$ cat config.mk
export PLATFORM = sky130hd
export DESIGN_NAME = etsc_ctrl
export DESIGN_NICKNAME = d
export VERILOG_FILES = /design/src/hdl/etsc_pkg.sv /design/src/hdl/etsc_ctrl.sv
export SDC_FILE = /design/constraint.sdc
export NUM_CORES = 1
export LEC_CHECK = 0
export ABC_AREA = 1
export BUFFER_PORTS_ARGS = -buffer_cell sky130_fd_sc_hd__buf_2
export CAP_MARGIN = 20
export CORE_ASPECT_RATIO = 1.1
export CORE_MARGIN = 2
export CORE_UTILIZATION = 50
export DETAILED_ROUTE_END_ITERATION = 6
export GPL_TIMING_DRIVEN = 0
export PLACE_DENSITY = 0.87
export RECOVER_POWER = 50
export SLEW_MARGIN = 20
export SYNTH_ARGS = -nofsm -noshare
export SYNTH_HDL_FRONTEND = slang
export SYNTH_SLANG_ARGS = --single-unit
$ cat constraint.sdc
create_clock -name clk -period 1.4 [get_ports clk]
set_input_delay 0.07 -clock clk [delete_from_list [all_inputs] [get_ports clk]]
set_output_delay 0.07 -clock clk [all_outputs]
set_load 0.005 [all_outputs]
$ cat src/hdl/etsc_pkg.sv
package etsc_pkg;

  localparam int COEF_DEPTH_DEF = 64;
  localparam int COORD_FRAC_DEF = 58;
  localparam int COEF_FRAC_DEF  = 16;

  localparam int COUNT_W   = 16;
  localparam int ORIGIN_W  = 32;
  localparam int SPACING_W = 31;
  localparam int COORD_W   = 64;
  localparam int TAG_W     = 12;
  localparam int COEF_W    = 32;
  localparam int CHAN_W    = 2;
  localparam int SLOT_W    = 6;
  localparam int COLOUR_W  = 8;
  localparam int APB_DW    = 32;
  localparam int APB_AW    = 4;

  localparam int LIMIT_RESET        = 4000;
  localparam int SPACING_RESET      = 6554;
  localparam int COLOUR_MAX         = 255;
  localparam int ESCAPE_RADIUS_SQ   = 4;

  localparam logic [1:0] REG_LIMIT   = 2'd0;
  localparam logic [1:0] REG_ORIGIN  = 2'd1;
  localparam logic [1:0] REG_SPACING = 2'd2;

  localparam logic KIND_PIXEL = 1'b0;
  localparam logic KIND_COEF  = 1'b1;

  localparam logic [CHAN_W-1:0] CH_RED   = 2'd0;
  localparam logic [CHAN_W-1:0] CH_GREEN = 2'd1;
  localparam logic [CHAN_W-1:0] CH_BLUE  = 2'd2;

  typedef enum logic [3:0] {
    ST_IDLE, ST_MUL, ST_STORE, ST_CHECK, ST_STEP, ST_COLOR, ST_DIVGO, ST_DIVW,
    ST_WSQ, ST_WCU, ST_WSUM, ST_RD, ST_OUT
  } etsc_state_t;

  typedef enum logic [1:0] {PS_XX, PS_YY, PS_XY} prod_sel_t;
  typedef enum logic [1:0] {DS_XQ, DS_MQ, DS_FQ} div_sel_t;

  typedef struct packed {
    logic      load_px;
    logic      load_coef;
    logic      mul_en;
    logic [1:0] pp_idx;
    logic      acc_clr;
    prod_sel_t psel;
    logic      store;
    logic      step;
    logic      div_start;
    logic      div_cap;
    div_sel_t  dsel;
    logic      wsq;
    logic      wcu;
    logic      wsum;
    logic      rd_en;
    logic [1:0] tap;
    logic      col_clr;
    logic      out_load;
  } etsc_cmd_t;

  typedef struct packed {
    logic mag_esc;
    logic lim_hit;
    logic count_nz;
    logic fits;
    logic div_done;
    logic out_free;
  } etsc_status_t;

endpackage

$ cat src/hdl/etsc_ctrl.sv
module etsc_ctrl import etsc_pkg::*; (
  input  logic         clk,
  input  logic         rst,
  input  logic         in_valid,
  input  logic         kind,
  input  etsc_status_t status,
  output logic         in_stall,
  output etsc_cmd_t    cmd
);

  etsc_state_t state, state_next;
  logic [2:0]  cnt, cnt_next;
  prod_sel_t   psel, psel_next;
  div_sel_t    dsel, dsel_next;

  always_ff @(posedge clk) begin
    if (rst) begin
      state <= ST_IDLE;
      cnt   <= '0;
      psel  <= PS_XX;
      dsel  <= DS_XQ;
    end else begin
      state <= state_next;
      cnt   <= cnt_next;
      psel  <= psel_next;
      dsel  <= dsel_next;
    end
  end

  always_comb begin
    state_next = state;
    cnt_next   = cnt;
    psel_next  = psel;
    dsel_next  = dsel;
    cmd        = '0;
    cmd.psel   = psel;
    cmd.dsel   = dsel;
    in_stall   = 1'b1;
    case (state)
      ST_IDLE: begin
        in_stall = 1'b0;
        if (in_valid) begin
          if (kind == KIND_COEF) begin
            cmd.load_coef = 1'b1;
          end else begin
            cmd.load_px = 1'b1;
            psel_next   = PS_XX;
            cnt_next    = '0;
            state_next  = ST_MUL;
          end
        end
      end
      // four 32x32 partial products, each accumulated in the cycle after it is formed
      ST_MUL: begin
        cmd.mul_en  = (cnt < 3'd4);
        cmd.pp_idx  = cnt[1:0];
        cmd.acc_clr = (cnt == 3'd0);
        if (cnt == 3'd4) begin
          cnt_next   = '0;
          state_next = ST_STORE;
        end else begin
          cnt_next = cnt + 3'd1;
        end
      end
      ST_STORE: begin
        cmd.store = 1'b1;
        case (psel)
          PS_XX: begin
            psel_next  = PS_YY;
            state_next = ST_MUL;
          end
          PS_YY:   state_next = ST_CHECK;
          default: state_next = ST_STEP;
        endcase
      end
      ST_CHECK: begin
        if (status.lim_hit || (status.count_nz && status.mag_esc)) begin
          state_next = ST_COLOR;
        end else begin
          psel_next  = PS_XY;
          state_next = ST_MUL;
        end
      end
      ST_STEP: begin
        cmd.step = 1'b1;
        if (!status.fits) begin
          state_next = ST_COLOR;
        end else begin
          psel_next  = PS_XX;
          state_next = ST_MUL;
        end
      end
      ST_COLOR: begin
        dsel_next  = DS_XQ;
        state_next = status.lim_hit ? ST_OUT : ST_DIVGO;
      end
      ST_DIVGO: begin
        cmd.div_start = 1'b1;
        state_next    = ST_DIVW;
      end
      ST_DIVW: begin
        cmd.div_cap = status.div_done;
        if (status.div_done) begin
          case (dsel)
            DS_XQ: begin
              dsel_next  = DS_MQ;
              state_next = ST_DIVGO;
            end
            DS_MQ: begin
              dsel_next  = DS_FQ;
              state_next = ST_DIVGO;
            end
            default: state_next = ST_WSQ;
          endcase
        end
      end
      ST_WSQ: begin
        cmd.wsq    = 1'b1;
        state_next = ST_WCU;
      end
      ST_WCU: begin
        cmd.wcu    = 1'b1;
        state_next = ST_WSUM;
      end
      ST_WSUM: begin
        cmd.wsum   = 1'b1;
        cnt_next   = '0;
        state_next = ST_RD;
      end
      // read, multiply, accumulate over the four spline taps
      ST_RD: begin
        cmd.rd_en   = (cnt < 3'd4);
        cmd.tap     = cnt[1:0];
        cmd.col_clr = (cnt == 3'd0);
        if (cnt == 3'd5) begin
          cnt_next   = '0;
          state_next = ST_OUT;
        end else begin
          cnt_next = cnt + 3'd1;
        end
      end
      ST_OUT: begin
        if (status.out_free) begin
          cmd.out_load = 1'b1;
          state_next   = ST_IDLE;
        end
      end
      default: state_next = ST_IDLE;
    endcase
  end

endmodule

==> Word-level counts from Yosys, hierarchy flattened <==
Index checks and enable logic that the tools add are counted.
{ "totals": {"register_bits": 11} }
{ "op_classes": {"reduce_logical": 14, "order_cmp": 1, "addsub": 1, "muxes": 42, "n_eq_ne": 26} }
{ "op_table": {"columns": ["op", "count"], "rows": [
  ["one-hot mux 4 bit (13 select lines)", 1],
  ["2-to-1 mux 4 bit", 10],
  ["equality test 4 bit, second input constant", 5],
  ["2-to-1 mux 3 bit", 6],
  ["equality test 4 x 3 -> 1 bit, second input constant", 4],
  ["2-to-1 mux 2 bit", 8],
  ["inequality test 2 bit, second input constant", 8],
  ["2-to-1 mux 1 bit", 12],
  ["one-hot mux 3 bit (4 select lines)", 1],
  ["AND reduction 6 bit", 2],
  ["equality test 4 x 2 -> 1 bit, second input constant", 2],
  ["one-hot mux 2 bit (2 select lines)", 2],
  ["one-hot mux 2 bit (4 select lines)", 1],
  ["nonzero test 4 bit", 2],
  ["equality test 3 bit, second input constant", 2],
  ["one-hot mux 3 bit (2 select lines)", 1],
  ["AND reduction 3 bit", 2],
  ["equality test 2 x 1 -> 1 bit, second input constant", 2],
  ["equality test 4 x 1 -> 1 bit, second input constant", 1],
  ["zero test 2 bit", 2],
  ["zero test 4 bit", 1],
  ["adder 3 x 1 -> 3 bit, second input constant", 1],
  ["zero test 3 bit", 1],
  ["less-than comparator 3 bit, second input constant", 1],
  ["other kinds (6)", 6]
]} }

==> Logic depth before layout (Yosys ltp) <==
Gate-level depths: netlist of run 1.
{ "depth": {"ltp_word": 5, "depth_mapped": 9, "mapped_depth_nobuf": 9} }

==> Worst setup path after synthesis of run 1 <==
Ideal clock, no wire load.
{ "synth_path": {"path_kind": "register to register", "startpoint": "register cnt[0]", "endpoint": "register state[0]", "period_less_slack_ps": 1282, "slack_ps": 118, "path_buffers": 0, "arrival_ps": 1156, "path_stages_with_launch": 10, "path_cell_list": "dfxtp_1 > inv_1 > ha_1 > nand2_1 > nand3_1 > nand2_2 > nor2_2 > nand2_1 > nand2_1 > nor2_1"} }
{ "synth_between": {"elab_chain_cells": 3, "elab_cells_between_ends": 5} }
{ "synth_lines": {"columns": ["element", "line_no", "source"], "rows": [
  ["start, declared", "etsc_ctrl.sv:12", "logic [2:0] cnt, cnt_next;"],
  ["start signal, assigned", "etsc_ctrl.sv:24", "cnt <= cnt_next;"],
  ["equality test 3 bit (on tied branches)", "etsc_ctrl.sv:135, etsc_ctrl.sv:58", null],
  ["inequality test 2 bit (no line)", null, null],
  ["AND reduction 6 bit (no line) *", null, null],
  ["end signal, assigned", "etsc_ctrl.sv:23", "state <= state_next;"],
  ["end, declared", "etsc_ctrl.sv:11", "etsc_state_t state, state_next;"]
]} }
Every way passes the cells marked *; elsewhere a longest branch is shown, timed or not.
A chain may end at the register's enable or synchronous reset.

==> Worst setup path after layout of run 1 <==
{ "layout_path": {"startpoint": "register state[0]", "endpoint": "register state[0]"} }
{ "layout_between": {"elab_chain_cells": 3, "elab_cells_between_ends": 21} }
{ "layout_lines": {"columns": ["element", "line_no", "source"], "rows": [
  ["equality test 4 bit, or another cell as far along", "etsc_ctrl.sv:39", "case (state)"],
  ["inequality test 2 bit (no line)", null, null],
  ["AND reduction 6 bit (no line)", null, null]
]} }
Several ways; a longest one is shown, not always the timed one.

==> summary.txt, run 1 <==
Status: finished, violations left
Violations in the final reports: negative setup slack
Fraction of final layout cells sized beyond drive strength 1: 41.3%
DP Area: 0.00121 mm2
Number of DRC markers in iteration 0: 74
Maximum number of pins on one net before global-route repair: 11
Worst slack on hold paths: 197 ps
Max VDD drop: 1.27 mV
Number of endpoints failing setup at the final stage: 2
Leakage Power: 0.803 nW
H-tree depth: 1
Clock Skews: 6.15 ps
Post-route antenna net violation count: 0
DIE HEIGHT: 51.4 um
DIE WIDTH: 47.1 um
Top-area cell type share of the netlist area: 21.6%
Area of the die: 0.00242 mm2
Average vias per placed instance: 5.29
Gate power share: 68.1%
Final Worst Setup Slack: -26.1 ps
Worst setup slack after placement: -52.3 ps
Area of the core: 0.00198 mm2
CP Launch Type: flop
Initial Utilization: 51.6%
Sum of net half-perimeters after detailed placement: 1.94 mm
Post-Syn Instances: 178
Largest cells by area after synthesis: sky130_fd_sc_hd__dfxtp_1 22%, sky130_fd_sc_hd__nand2_1 17%, sky130_fd_sc_hd__nor2_1 13%
Post-synthesis instance area: 0.00102 mm2
DRC viols: 0
Maximum fanout along the worst path: 7
Data arrival time at the worst-slack endpoint: 1630 ps
Crit Path Category: flop to flop
Hold Violations, Final: 0
Max-slew violation count: 0
Number of global-route vias before repair: 1,032
Proportion of power drawn by the clock network: 8.3%
Top achievable clock speed: 701 MHz
Residual overflow from global routing: 0
Switching pwr: 1.37 mW
Final core area utilization: 72.9%
Startpoint of the tightest hold check path: rst
Clock latency on the worst-skew pair: 280 ps
Number of max-cap violations: 0
Total wirelength of the detailed-routed design: 3.20 mm
Flop-to-flop setup slack: -30 ps
Area of all placed cells without fillers: 0.00144 mm2
Sequential area share after synthesis: 21.6%
Switching power share of the total: 52.2%
Clock buffer count from CTS: 3
Number of antenna violations at the first check in global routing: 0
Reg-to-reg critical path endpoint: state[0]$_SDFFE_PP0P_
Port buffer count: 31
Pre-antenna DRT Iters: 7
#FFs+latches synth: 11
Reg2Reg Launch Point: state[0]$_SDFFE_PP0P_
Number of nets in the layout: 238
Routability-driven placement congestion ratio: 0.915
Remaining max-slew budget at the tightest pin: 71.3%
Num ports: 33
Unique cell type count in the Yosys netlist: 26
Reg2Reg Depth: 9
Required time at the endpoint of the critical path: 1610 ps
Total vias in the final route: 1,327
RSZ-0062 raised after global routing: true
Type of the most critical hold path: primary input to flop
Hold path endpoint: dsel[0]$_SDFFE_PP0P_
Proportion of power drawn by flip-flops and latches: 23.6%
Clock-pin slew reported for the worst setup and hold paths after clock tree synthesis: 70 ps
Antenna diode count: 0
Floorplan row count: 17
Number of clock sinks: 11
Yosys Warn Count: 0
Power Internal: 1.26 mW
Area leader, netlist: sky130_fd_sc_hd__dfxtp_1
Synthesized netlist net count: 192
Final Power: 2.64 mW
Worst-Margin Slew: 431 ps
Average routed wire per standard cell: 12.7 um
Clock tree from TritonCTS: built
Layout overhead on the synthesized area: 41.3%
Final critical-path required period: 1430 ps
Power Dens Cells: 1830 mW/mm2
Final critical-path share of the clock period: 102%
CTS root buf: sky130_fd_sc_hd__clkbuf_4
Clk buf depth: 2
All-Layer GR Usage: 23.6%
Synthesized area per cell: 5.74 um2
Critical Path Sink Type: flop
Global-route wire length before repair: 4.17 mm
Worst hold path cell count: 2
[critical path, stage by stage, from the launching register on]
cell	delay, ps
sky130_fd_sc_hd__dfxtp_4	430
sky130_fd_sc_hd__inv_2	70
sky130_fd_sc_hd__nor2_4	180
sky130_fd_sc_hd__buf_4	150
sky130_fd_sc_hd__nand3_1	90
sky130_fd_sc_hd__nand2_2	130
sky130_fd_sc_hd__nor2_4	60
sky130_fd_sc_hd__nand2_1	70
sky130_fd_sc_hd__nand2_1	70
sky130_fd_sc_hd__nor2_1	100
[cell usage after synthesis]
cell type and instances:
sky130_fd_sc_hd__a21oi_1 7, sky130_fd_sc_hd__a31oi_1 2, sky130_fd_sc_hd__buf_1 1, sky130_fd_sc_hd__buf_4 1, sky130_fd_sc_hd__clkbuf_1 1, sky130_fd_sc_hd__dfxtp_1 11
sky130_fd_sc_hd__ha_1 4, sky130_fd_sc_hd__inv_1 27, sky130_fd_sc_hd__inv_2 2, sky130_fd_sc_hd__nand2_1 45, sky130_fd_sc_hd__nand2_2 3, sky130_fd_sc_hd__nand2_4 1
sky130_fd_sc_hd__nand3_1 15, sky130_fd_sc_hd__nand3_2 1, sky130_fd_sc_hd__nand3b_1 1, sky130_fd_sc_hd__nand4_1 1, sky130_fd_sc_hd__nor2_1 34, sky130_fd_sc_hd__nor2_2 4
sky130_fd_sc_hd__nor2_4 4, sky130_fd_sc_hd__nor3_1 4, sky130_fd_sc_hd__nor3b_1 1, sky130_fd_sc_hd__nor3b_2 1, sky130_fd_sc_hd__o211ai_1 1, sky130_fd_sc_hd__o21ai_0 4
sky130_fd_sc_hd__o21bai_1 1, sky130_fd_sc_hd__xnor2_1 1
[cell usage in the layout (no fill, tap or decap), drive strengths merged, types with 2 or more instances in the layout]
cell type	n
a31oi	2
nor2	43
buf	42
dfxtp	11
nand3	16
nor3	4
clkbuf	4
nor3b	2
ha	4
a21oi	7
nand2	49
o21ai	4
inv	29
[power by group through the flow]
stage          Combinational, mW  Clock, mW  Sequential (mW)
5_1_grt                     1.97      0.238            0.637
3_5_place_dp                1.25          0            0.547
3_3_place_gp                1.23          0            0.542
6_report                    1.79      0.219            0.623
2_1_floorplan              0.934          0            0.530
4_1_cts                     1.34      0.224            0.587
[logic make-up (layout without fill, tap and decap cells)]
group                    Yosys count  count (layout)  synth area share [%]
AO/OA/AOI/OAI                     15              15                  8.09
XOR/XNOR                           1               1                 0.858
adder cells (fa/ha/maj)            4               4                  4.90
buffers and inverters             32              76                  12.1
flip-flops                        11              11                  21.6
AND/OR/NAND/NOR                  115             116                  52.5
[through the flow]
| step | TNS (ps) | std cells |
|---|---|---|
| 6_report | -38.8 | 251 |
| 5_1_grt | -319 | 251 |
| 4_1_cts | -2.18 | 242 |
| 3_5_place_dp | -256 | 237 |
| 3_3_place_gp | -71.3 | 237 |
| 2_1_floorplan | 0 | 178 |
[worst max-delay path by stage]
| stage | slack, ps | cells after the start | endpoint | startpoint |
|---|---|---|---|---|
| floorplan | 120 | 9 | state[0]$_SDFFE_PP0P_ | cnt[0]$_SDFFE_PP0P_ |
| global placement | -40 | 9 | state[0]$_SDFFE_PP0P_ | cnt[0]$_SDFFE_PP0P_ |
| detailed placement | -50 | 9 | state[0]$_SDFFE_PP0P_ | cnt[0]$_SDFFE_PP0P_ |
| CTS | -2 | 6 | cmd[21] | state[0]$_SDFFE_PP0P_ |
| global route | -80 | 9 | state[0]$_SDFFE_PP0P_ | cnt[0]$_SDFFE_PP0P_ |
| finish | -30 | 9 | state[0]$_SDFFE_PP0P_ | state[0]$_SDFFE_PP0P_ |
[metal layers]
metal | global-route usage, % | up-vias | share of wire (%) | routed length (um)
li1 | - | 643 | - | -
met1 | 30.4 | 589 | 37 | 1190
met2 | 35.8 | 84 | 51 | 1630
met3 | 3.53 | 11 | 8.4 | 269
met4 | 14.4 | 0 | 3.2 | 102
met5 | 0 | - | 0 | 0
[state kept, by name, indices dropped and copies added, names as in the netlist]
name	count
dsel	2
cnt	3
psel	2
state	4
[area by class of cell]
type / count / area (um2)
clock buffers: 3 / 22.5
well taps: 28 / 35.0
flip-flops and latches: 11 / 238
repair buffers: 41 / 229
plain buffers: 2 / 11.3
inverters: 29 / 116
clock inverters: 1 / 5.00
fillers: 158 / 536
multi-input cells: 136 / 786
[timing repair]
action | CTS | global route
gates cloned | 0 | 1
hold endpoints to repair | 0 | 0
hold buffers | 0 | 0
pin swaps | 2 | 12
gates resized for setup | 15 | 32
setup buffers | 2 | 8
setup endpoints to repair | 25 | 21
No activity file was read; power rests on OpenSTA's default activity.
==> run 2, diff against run 1 <==
CORE_UTILIZATION = 35   (was 50)
PLACE_DENSITY = 0.67   (was 0.87)
==> summary.txt, run 2 (synthesized netlist as in run 1, its figures left out) <==
Residual overflow from global routing: 0 (unchanged)
Crit Path Category: flop to primary output (was flop to flop)
Routability-driven placement congestion ratio: 0.883 (was 0.915)
Required time at the endpoint of the critical path: 1330 ps (was 1610 ps)
Global-route wire length before repair: 4.24 mm (was 4.17 mm)
Cell-by-cell listing of the critical path: nor2_4 -> inv_2 -> nor2_4 -> nand3_2 -> inv_1 -> buf_2 (was inv_2 -> nor2_4 -> buf_4 -> nand3_1 -> nand2_2 -> nor2_4 -> nand2_1 -> nand2_1 -> nor2_1)
Power Dens Cells: 1760 mW/mm2 (was 1830 mW/mm2)
Startpoint of the tightest hold check path: rst (unchanged)
All-Layer GR Usage: 15.8% (was 23.6%)
Number of nets in the layout: 237 (was 238)
Top reg by flops: state (unchanged)
Leakage Power: 0.794 nW (was 0.803 nW)
Average vias per placed instance: 4.82 (was 5.29)
Fill cell instance count of the final layout: 296 (was 158)
Reg2Reg Depth: 9 (unchanged)
H-tree depth: 1 (unchanged)
Final critical-path share of the clock period: 96.2% (was 102%)
Met1 Track Usage GR: 20.5% (was 30.4%)
Cell mode on critical path: sky130_fd_sc_hd__nor2_4
Clock Skews: 10.1 ps (was 6.15 ps)
Final critical-path required period: 1350 ps (was 1430 ps)
Fraction of final layout cells sized beyond drive strength 1: 40.5% (was 41.3%)
Routing layer with the top usage in global route: met2 (unchanged)
Total buffers and inverters traversed by the critical path: 3 (was 2)
Pre-antenna DRT Iters: 4 (was 7)
Average routed wire per standard cell: 10.4 um (was 12.7 um)
Largest registers: state: 4 flops, cnt: 3 flops (unchanged)
Number of antenna violations at the first check in global routing: 0 (unchanged)
Status: completed (was finished, violations left)
Post-route antenna net violation count: 0 (unchanged)
Final core area utilization: 52.2% (was 72.9%)
Worst-Margin Slew: 435 ps (was 431 ps)
Remaining max-slew budget at the tightest pin: 71.0% (was 71.3%)
Clock buffer count from CTS: 3 (unchanged)
Floorplan row count: 20 (was 17)
Max-slew violation count: 0 (unchanged)
Clock tree from TritonCTS: built (unchanged)
Type of the most critical hold path: primary input to flop (unchanged)
Total vias in the final route: 1,228 (was 1,327)
Clock-pin slew reported for the worst setup and hold paths after clock tree synthesis: 80 ps (was 70 ps)
Hold Violations, Final: 0 (unchanged)
Num ports: 33 (unchanged)
Slowest Stage Delay on Critical Path: 390 ps (was 430 ps)
CP Launch Type: flop (unchanged)
Critical path's top delay family: flip-flops (was simple AND/OR/NAND/NOR gates)
Combined area of the multi-input logic cells: 769 um2 (was 786 um2)
Reg2Reg Launch Point: state[0]$_SDFFE_PP0P_ (unchanged)
Max VDD drop: 0.917 mV (was 1.27 mV)
M3 GR Usage: 1.71% (was 3.53%)
Critical Path Sink Type: primary output (was flop)
Number of max-cap violations: 0 (unchanged)
CTS root buf: sky130_fd_sc_hd__clkbuf_4 (unchanged)
DIE WIDTH: 55.5 um (was 47.1 um)
Layout overhead on the synthesized area: 42.0% (was 41.3%)
Flop-to-flop setup slack: 80 ps (was -30 ps)
Area of the core: 0.00278 mm2 (was 0.00198 mm2)
Sum of net half-perimeters after detailed placement: 1.98 mm (was 1.94 mm)
Number of endpoints failing setup at the final stage: 0 (was 2)
Clock latency on the worst-skew pair: 290 ps (was 280 ps)
Reg-to-reg critical path endpoint: psel[0]$_SDFFE_PP0P_ (was state[0]$_SDFFE_PP0P_)
Number of global-route vias before repair: 1,017 (was 1,032)
Cell type of the slowest stage on the worst timing path: sky130_fd_sc_hd__dfxtp_4 (unchanged)
DIE HEIGHT: 60.6 um (was 51.4 um)
Total wirelength of the detailed-routed design: 2.65 mm (was 3.20 mm)
Port buffer count: 31 (unchanged)
Initial Utilization: 36.8% (was 51.6%)
Final Power: 2.55 mW (was 2.64 mW)
Final Worst Setup Slack: 52.8 ps (was -26.1 ps)
FF/Latch Area: 239 um2 (was 238 um2)
Total negative slack for setup checks: 0 ps (was -38.8 ps)
Hold Buf Count CTS: 0 (unchanged)
Worst hold path cell count: 2 (unchanged)
Cell count after placement: 242 (was 237)
Maximum number of pins on one net before global-route repair: 10 (was 11)
Number of DRC markers in iteration 0: 45 (was 74)
RSZ-0062 raised after global routing: true (unchanged)
Max reg flops: 4 (unchanged)
Worst setup slack after placement: -48.1 ps (was -52.3 ps)
Commonest non-fill, non-tap cell in the layout: sky130_fd_sc_hd__nand2_1 (unchanged)
Top library cells by usage in the layout, fill and taps aside: 37 x sky130_fd_sc_hd__nand2_1, 30 x sky130_fd_sc_hd__nor2_1, 26 x sky130_fd_sc_hd__buf_2 (was 37 x sky130_fd_sc_hd__nand2_1, 31 x sky130_fd_sc_hd__nor2_1, 30 x sky130_fd_sc_hd__buf_2)
Hold path endpoint: state[3]$_SDFFE_PP0P_ (was dsel[0]$_SDFFE_PP0P_)
Clk buf depth: 2 (unchanged)
Antenna diode count: 0 (unchanged)
Fin cells: 255 (was 251)
Data arrival time at the worst-slack endpoint: 1280 ps (was 1630 ps)
GRT met2 Usage: 26.7% (was 35.8%)
Top achievable clock speed: 742 MHz (was 701 MHz)
Maximum fanout along the worst path: 6 (was 7)
Area of the die: 0.00337 mm2 (was 0.00242 mm2)
DRC viols: 0 (unchanged)
Number of clock sinks: 11 (unchanged)
==> run 2: cell types whose count changed in the layout (fill, tap and decap cells not counted), sizes merged <==
cell,previous run,this run
buf,42,39
clkbuf,4,7
nor2,43,42
==> run 2: timing repair <==
| action | in CTS | in global routing |
|---|---|---|
| buffers inserted | 7 | 3 |
| cloned | 0 | 0 |
| pin swaps | 3 | 11 |
| setup endpoints to repair | 23 | 21 |
| gates resized for setup | 15 | 32 |
==> run 2: metal layers <==
layer  up-vias  wire, um  part of all wire [%]
li1        648         -                     -
met1       529      1210                    46
met3         5       169                   6.4
met5         -         0                     0
met4         0        55                   2.1
met2        46      1220                    46
==> run 2: worst max path at each step <==
| stage | endpoint | slack [ps] | from | cells after the start |
|---|---|---|---|---|
| 2_1_floorplan | state[0]$_SDFFE_PP0P_ | 120 | cnt[0]$_SDFFE_PP0P_ | 9 |
| 5_1_grt | psel[0]$_SDFFE_PP0P_ | -60 | state[0]$_SDFFE_PP0P_ | 9 |
| 4_1_cts | cmd[21] | -6 | state[1]$_SDFFE_PP0P_ | 6 |
| 6_report | cmd[21] | 50 | state[0]$_SDFFE_PP0P_ | 6 |
| 3_5_place_dp | state[0]$_SDFFE_PP0P_ | -50 | cnt[0]$_SDFFE_PP0P_ | 9 |
| 3_3_place_gp | state[0]$_SDFFE_PP0P_ | -60 | cnt[0]$_SDFFE_PP0P_ | 9 |
==> run 2: area by class of cell <==
class	count	share of cell area, %
multi-input cells	135	53.1
clock buffers	3	1.55
clock inverters	1	0.345
well taps	33	2.85
plain buffers	2	0.777
flip-flops and latches	11	16.5
repair buffers	41	17.1
inverters	29	7.85
==> run 2: stage by stage <==
stage | hold WS [ps] | instance area (um2)
after floorplan | 217 | 1020
after global placement | 442 | 1220
after detailed placement | 448 | 1220
after CTS | 164 | 1340
after global routing | 213 | 1450
final | 166 | 1450
==> run 2: worst register-to-register path: stages (launching register included) <==
cell	delay, ps
sky130_fd_sc_hd__dfxtp_4	390
sky130_fd_sc_hd__nor2_4	170
sky130_fd_sc_hd__buf_4	140
sky130_fd_sc_hd__nand2_1	60
sky130_fd_sc_hd__nand2_1	90
sky130_fd_sc_hd__nand2_2	70
sky130_fd_sc_hd__nor2_2	120
sky130_fd_sc_hd__nand3_1	80
sky130_fd_sc_hd__nand2_1	60
sky130_fd_sc_hd__nor2_1	40
==> run 2: power breakdown <==
| group | internal [mW] | switching [mW] | total [mW] | leakage (nW) |
|---|---|---|---|---|
| clock network | 0.106 | 0.119 | 0.225 | 0.0177 |
| registers | 0.429 | 0.168 | 0.597 | 0.0939 |
| logic | 0.746 | 0.982 | 1.73 | 0.683 |
| total | 1.28 | 1.27 | 2.55 | 0.794 |
